==> src/design/assert_macros.svh <==
// Assertion helpers for the RTL files; cbm_back includes them.
`ifndef ASSERT_MACROS_SVH
`define ASSERT_MACROS_SVH

// Same-cycle implication, checked outside reset.
`define CBM_ASSERT_IMP(name, clk, rstn, ante, cons) \
    name: assert property (@(posedge clk) disable iff (!(rstn)) (ante) |-> (cons)) \
        else $error("implication check failed");

// Next-cycle implication, checked outside reset.
`define CBM_ASSERT_NXT(name, clk, rstn, ante, cons) \
    name: assert property (@(posedge clk) disable iff (!(rstn)) (ante) |=> (cons)) \
        else $error("next-cycle check failed");

`endif

==> src/design/cbm_pkg.sv <==
// ----------------------------------------------------------------------------
// cbm_pkg
// Types, codes and address helpers of the cache and bus timing model.
// ----------------------------------------------------------------------------
package cbm_pkg;

    localparam int MAX_LINES   = 512;
    localparam int IDX_W       = $clog2(MAX_LINES);
    localparam int MAX_MODULES = 4;
    localparam int MOD_W       = $clog2(MAX_MODULES);
    localparam int TAG_W       = 30;
    localparam int BUSY_W      = 5;

    localparam logic [1:0] OP_TICK  = 2'd0;
    localparam logic [1:0] OP_LOAD  = 2'd1;
    localparam logic [1:0] OP_STORE = 2'd2;
    localparam logic [1:0] OP_FETCH = 2'd3;

    localparam logic [1:0] ST_CLEAR   = 2'd0;
    localparam logic [1:0] ST_READY   = 2'd1;
    localparam logic [1:0] ST_PENDING = 2'd2;
    localparam logic [1:0] ST_BLOCKED = 2'd3;

    localparam logic [2:0] CFG_DEN   = 3'd0;
    localparam logic [2:0] CFG_IEN   = 3'd1;
    localparam logic [2:0] CFG_LINE  = 3'd2;
    localparam logic [2:0] CFG_DBITS = 3'd3;
    localparam logic [2:0] CFG_IBITS = 3'd4;
    localparam logic [2:0] CFG_MBITS = 3'd5;
    localparam logic [2:0] CFG_MLAT  = 3'd6;
    localparam logic [2:0] CFG_PLAT  = 3'd7;

    typedef struct packed {
        logic [1:0]  op;
        logic [31:0] addr;
    } t_item;

    typedef struct packed {
        logic pop;
        logic clearing;
    } t_bk_ctrl;

    typedef struct packed {
        logic [31:0] addr;
        logic [1:0]  status;
        logic [15:0] req;
    } t_entry;

    function automatic logic [TAG_W-1:0] line_of(logic [31:0] a, logic [2:0] lb);
        logic [2:0] e;
        e = (lb < 3'd2) ? 3'd2 : lb;
        line_of = TAG_W'(a >> e);
    endfunction

    // Module number mask: the interleave factor saturates at MAX_MODULES.
    function automatic logic [MOD_W-1:0] mod_mask(logic [1:0] mb);
        logic [3:0] full;
        full = 4'((5'd1 << mb) - 5'd1);
        mod_mask = (full > 4'(MAX_MODULES - 1)) ? MOD_W'(MAX_MODULES - 1) : MOD_W'(full);
    endfunction

    function automatic logic [IDX_W-1:0] cache_idx(logic [TAG_W-1:0] line,
                                                   logic [3:0] bits);
        logic [15:0] m;
        m = 16'((17'd1 << bits) - 17'd1);
        cache_idx = line[IDX_W-1:0] & m[IDX_W-1:0];
    endfunction

endpackage

==> src/design/cbm_front.sv <==
// ----------------------------------------------------------------------------
// cbm_front
// Input side: takes stream transfers, turns each into one item and queues them.
// ----------------------------------------------------------------------------
module cbm_front (
    input  logic             i_clk,
    input  logic             i_rst_n,
    input  logic             i_s_axis_tvalid,
    output logic             o_s_axis_tready,
    input  logic [39:0]      i_s_axis_tdata,
    input  cbm_pkg::t_bk_ctrl i_ctrl,
    output logic             o_hd_valid,
    output cbm_pkg::t_item   o_hd
);
    import cbm_pkg::*;

    t_item      r_q [2];
    logic       r_wp, r_rp;
    logic [1:0] r_cnt;
    logic       push;
    t_item      in_item;

    assign in_item.op   = i_s_axis_tdata[1:0];
    assign in_item.addr = i_s_axis_tdata[33:2];

    assign o_s_axis_tready = (r_cnt != 2'd2) && !i_ctrl.clearing;
    assign push            = i_s_axis_tvalid && o_s_axis_tready;
    assign o_hd_valid      = (r_cnt != 2'd0);
    assign o_hd            = r_q[r_rp];

    always_ff @(posedge i_clk) begin
        if (push) begin
            r_q[r_wp] <= in_item;
        end
    end

    always_ff @(posedge i_clk) begin
        if (!i_rst_n) begin
            r_wp  <= 1'b0;
            r_rp  <= 1'b0;
            r_cnt <= 2'd0;
        end else begin
            if (push) begin
                r_wp <= ~r_wp;
            end
            if (i_ctrl.pop) begin
                r_rp <= ~r_rp;
            end
            r_cnt <= r_cnt + 2'(push) - 2'(i_ctrl.pop);
        end
    end

endmodule

==> config.mk <==
export PLATFORM = sky130hd
export DESIGN_NAME = cbm_front
export DESIGN_NICKNAME = d
export VERILOG_FILES = /design/src/design/assert_macros.svh /design/src/design/cbm_pkg.sv /design/src/design/cbm_front.sv
export SDC_FILE = /design/constraint.sdc
export NUM_CORES = 1
export LEC_CHECK = 0
export ABC_AREA = 1
export ABC_CLOCK_PERIOD_IN_PS = 3410
export BUFFER_PORTS_ARGS = -buffer_cell sky130_fd_sc_hd__buf_2
export CAP_MARGIN = 20
export CELL_PAD_IN_SITES_DETAIL_PLACEMENT = 2
export CELL_PAD_IN_SITES_GLOBAL_PLACEMENT = 2
export CORE_MARGIN = 5
export CORE_UTILIZATION = 37
export DETAILED_ROUTE_END_ITERATION = 12
export GPL_ROUTABILITY_DRIVEN = 0
export GPL_TIMING_DRIVEN = 0
export PLACE_DENSITY = 0.8
export SYNTH_ARGS = -nofsm -noshare
export SYNTH_HDL_FRONTEND = slang
export SYNTH_SLANG_ARGS = --single-unit
==> constraint.sdc <==
create_clock -name i_clk -period 3.41 [get_ports i_clk]
set_input_delay 0.5115 -clock i_clk [delete_from_list [all_inputs] [get_ports i_clk]]
set_output_delay 0.5115 -clock i_clk [all_outputs]
set_load 0.01 [all_outputs]
# Yosys cells after proc, flatten, opt, wreduce, memory -nomap -nowiden
# Memory sizes are Yosys's and may differ from the RTL's. A register that Yosys moved wholly into a read port is not among the register bits.
# Index checks and enable logic that the tools add are counted.
# W data, S select, Z words.
[word_totals]
memories = 1
output_inout_bits = 36
input_bits = 45
wordCells = 17
mem_bits_rw = 68
register_bits = 4
[mem_list]
columns = ["memory", "words", "word_bits", "rd", "rd_ports_with_merged_regs", "wr", "line", "text"]
rows = [
  ["r_q", 2, 34, 1, 1, 1, "cbm_front.sv:17", "t_item r_q [2];"],
]
[op_classes]
n_reduce_logical = 4
n_eq_ne = 1
bitwise_logic = 2
n_addsub = 2
muxes = 4
[op_table]
columns = ["operator", "count"]
rows = [
  ["$mux W1", 4],
  ["$add A2 B1 Y2", 1],
  ["$logic_and A1 B1 Y1", 2],
  ["$ne A2 B2 Y1 const B", 1],
  ["$not A1 Y1", 2],
  ["$reduce_bool A2 Y1", 1],
  ["$sub A2 B1 Y2", 1],
  ["$logic_not A1 Y1", 1],
]

# Longest topological paths before layout
[logic_depth]
depth_word = 5
ltp_mapped = 10
mapped_depth_nobuf = 10

# Least setup slack after synthesis
# No wires, ideal clock.
[synth_path]
path_type = "input port to flip-flop"
startpoint = "input port i_ctrl[0] (netlist bit)"
endpoint = "memory r_q[0][0] (netlist bit), enable pin"
required_time_ns = 2.985
path_slack_ns = 0.854
n_path_buf = 0
setup_ns = 0.425
arrival_time_ns = 2.130
stages = 3
path_cell_list = "inv_1 -> nand3_1 -> nor2_1"
[synth_between]
elab_chain_cells = 5
[synth_rtl]
columns = ["item", "line", "text"]
rows = [
  ["start, declared", "cbm_front.sv:11", "input cbm_pkg::t_bk_ctrl i_ctrl,"],
  ["$logic_not A1 Y1", "cbm_front.sv:26", "assign o_s_axis_tready = (r_cnt != 2'd2) && !i_ctrl.clearing;"],
  ["$logic_and A1 B1 Y1", "cbm_front.sv:26", ""],
  ["$logic_and A1 B1 Y1", "cbm_front.sv:27", "assign push = i_s_axis_tvalid && o_s_axis_tready;"],
  ["$mux W1", "cbm_front.sv:32", "if (push) begin"],
  ["$mux W1 (not written as such)", "cbm_front.sv:33", "r_q[r_wp] <= in_item;"],
  ["end, declared", "cbm_front.sv:17", ""],
]
# Every way passes these cells.

==> run_results.csv <==
group,metric,value,unit
die,site_row_count,32,
synthesis,synth_top_cell_area_share,71.6,%
timing,hold_viol_final,0,
drt,num_vias,1510,
timing,timing_max_transition_violations_final,0,
synthesis,syn_area_per_cell,20.2,µm²
placement,portBuffers,74,
drt,drt_first_iter_violations,70,
status,run_status,"finished, final reports clean",
worst_setup_path,end_kind,"output pin",
min_path,hold_path.startpoint,"i_s_axis_tdata[6]",
grt,gr-total-overflow,0,
timing,layout_min_cycle_time,1.94,ns
timing,timing.fmax,515,MHz
clocking,worstSkewPairLatency,0.33,ns
synthesis,yosys_register_bits,73,
timing,final_setup_slack_of_the_worst_path,1.47,ns
final_layout,stdcell_count,332,
min_path,hold_class,"in2reg",
final_layout,fill_cell_instance_count_of_the_final_layout,733,
clocking,worst_setup_hold_path_clk_slew,0.07,ns
timing,count_of_final_setup_violators,0,
worst_setup_path,worstReg2RegEnd,"r_cnt[1]",
final_layout,layout.cells.most_common,"sky130_fd_sc_hd__buf_2",
timing,slew_headroom,47.6,%
placement,hpwlAfterDp,4.34,mm
drt,drc_violations_left,0,
clocking,ctsHoldBuffers,0,
synthesis,ys.warnings.count,0,
synthesis,netlist_top_cells_area,"sky130_fd_sc_hd__edfxtp_1 (72%), sky130_fd_sc_hd__mux2_4 (16%), sky130_fd_sc_hd__dfxtp_1 (3.5%), sky130_fd_sc_hd__buf_12 (2.1%), sky130_fd_sc_hd__mux2_2 (1.6%)",
synthesis,synth_sequential_area_ratio,75.1,%
job,cap_violations,0,
die,core_area,7610,µm²
final_layout,num_antenna_cells,0,
final_layout,layout.cells.most_common_list,"sky130_fd_sc_hd__buf_2 (74), sky130_fd_sc_hd__edfxtp_1 (68), sky130_fd_sc_hd__mux2_4 (30)",
grt,vias_in_the_first_global_route,1793,
timing,rsz0062_at_grt,"no",
clocking,cts_buffers,9,
clocking,cts_tree,"yes",
worst_setup_path,crit_fanout,10,
clocking,clock_tree.root_cell,"sky130_fd_sc_hd__clkbuf_8",
die,initial_core_utilization,37.5,%
clocking,cts_buffer_depth,2,
clocking,clock_sinks,73,
final_layout,layout.nets,274,
grt,wire_length_of_the_first_global_routing_pass,9.33,mm
synthesis,syn_area,2850,µm²
power_and_ir_drop,finalPower,0.00189,W
die,dieArea,9560,µm²
worst_setup_path,worst_r2r_path_depth,9,
synthesis,synth_unique_cells,14,
synthesis,syn-num-nets,188,
power_and_ir_drop,ir_worst_vdd,0.249,mV
clocking,cts_repair_resize_count,0,
drt,detail-route-antenna-nets,0,
synthesis,synth_top_area_cell,"sky130_fd_sc_hd__edfxtp_1",
worst_setup_path,setup.worst_path.start_class,"flip-flop",
drt,routed_wl,5.88,mm
power_and_ir_drop,power_density,531,nW/µm²
die,die_h,97.8,µm
final_layout,ratio_of_cells_with_drive_above_1_in_the_final_layout,56.1,%
drt,route.detailed.wl_per_inst,17.7,µm
grt,grt_antenna_before_repair,0,
worst_setup_path,worstSetupEndpoint,"o_hd[4]",
timing,finClkSkew,0.00370,ns
timing,worst_slew_pin_slew,0.785,ns
timing,final_min_period_over_clock_period,56.9,%
die,boundaryPins,81,
drt,post_drt_via_cell_ratio,4.55,
placement,place_inst,318,
grt,gr_usage_total,12.9,%
timing,hold_ws,0.358,ns
clocking,post_cts.repair.setup_buffers,0,
power_and_ir_drop,power.static_leakage,1.42,nW
final_layout,postLayoutCoreUtil,46.7,%
worst_setup_path,data_required_time_at_the_worst_endpoint,2.90,ns
worst_setup_path,worst-r2r-setup-slack,1.60,ns
grt,pin_count_of_the_biggest_net_entering_global_routing,35,
worst_setup_path,critical_path_class,"reg2out",
drt,drt_pre_antenna_iters,2,
die,die_w,97.8,µm
worst_setup_path,worst_ep_arrival_time,1.43,ns
worst_setup_path,r2r-start,"r_cnt[0]",
final_layout,area_delta_synth_final,24.5,%
placement,preCtsSetupSlack,1.38,ns
synthesis,syn_inst,141,
clocking,cts-htree-levels,3,
==> cell usage after synthesis <==
cell,n
sky130_fd_sc_hd__nor2_1,6
sky130_fd_sc_hd__inv_1,7
sky130_fd_sc_hd__edfxtp_1,68
sky130_fd_sc_hd__or2_2,2
sky130_fd_sc_hd__mux2_4,30
sky130_fd_sc_hd__nand2_1,8
sky130_fd_sc_hd__a21oi_1,2
sky130_fd_sc_hd__buf_12,3
sky130_fd_sc_hd__nand3_1,2
sky130_fd_sc_hd__dfxtp_1,5
sky130_fd_sc_hd__ha_1,2
sky130_fd_sc_hd__buf_6,1
sky130_fd_sc_hd__mux2_2,4
sky130_fd_sc_hd__nand4_1,1
==> worst min-delay path by stage <==
stage | to | slack [ns] | cells after the start
after floorplan | flip-flop | 0.46 | 2
after global placement | r_rp | 0.48 | 2
after detailed placement | flip-flop | 0.50 | 2
after CTS | r_q[1][15] | 0.34 | 1
after global routing | r_q[1][15] | 0.33 | 1
final | r_q[1][4] | 0.36 | 1
==> power breakdown <==
group          switching [W]  internal, W  total (W)
clock               0.000295     0.000326   0.000621
combinational       0.000109     0.000117   0.000226
sequential         0.0000149      0.00102    0.00104
==> state kept, by name, indices dropped and copies added (netlist names), named ones only <==
| name | cells |
|---|---|
| r_rp | 1 |
| r_cnt | 2 |
| r_q | 68 |
| r_wp | 1 |
==> worst max-delay path: stages, from the launching register on <==
cell and delay, ns:
sky130_fd_sc_hd__dfxtp_1 0.33, sky130_fd_sc_hd__buf_6 0.16, sky130_fd_sc_hd__buf_12 0.16, sky130_fd_sc_hd__mux2_4 0.30
sky130_fd_sc_hd__buf_2 0.14
==> final cells by class <==
| cell class | instances | area, µm² | area share [%] |
|---|---|---|---|
| plain buffers | 4 | 71.3 | 2.01 |
| well taps | 102 | 128 | 3.59 |
| clock buffers | 10 | 128 | 3.59 |
| flip-flops and latches | 73 | 2140 | 60.3 |
| inverters | 7 | 26.3 | 0.740 |
| repair buffers | 75 | 390 | 11.0 |
| multi-input cells | 57 | 619 | 17.4 |
| clock inverters | 4 | 46.3 | 1.30 |
==> cells by family (layout without fill, tap and decap cells) <==
logic type                 after synthesis  after routing  share of synthesized area (%)
DFF                                     73             73                           75.1
muxes                                   34             34                           17.4
and+or+nand+nor                         19             19                           2.85
buffers and inverters                   11            100                           3.42
adders and majority gates                2              2                          0.877
AOI/OAI and AO/OA                        2              2                          0.351
==> metal layers <==
layer  share of wire [%]  up-vias  global-route usage [%]
li1                    -      699                       -
met1                  39      745                    14.3
met2                  52       57                    22.7
met3                 7.2        9                    5.07
met4                 1.1        0                    3.83
met5                   0        -                       0
==> metrics by stage <==
step	setup TNS, ns	area (µm²)
6_report	0	3550
2_1_floorplan	0	2850
3_5_place_dp	0	3380
4_1_cts	0	3550
3_3_place_gp	-5.98	3350
5_1_grt	0	3550
Note: power is estimated with default switching activity, not from simulation.
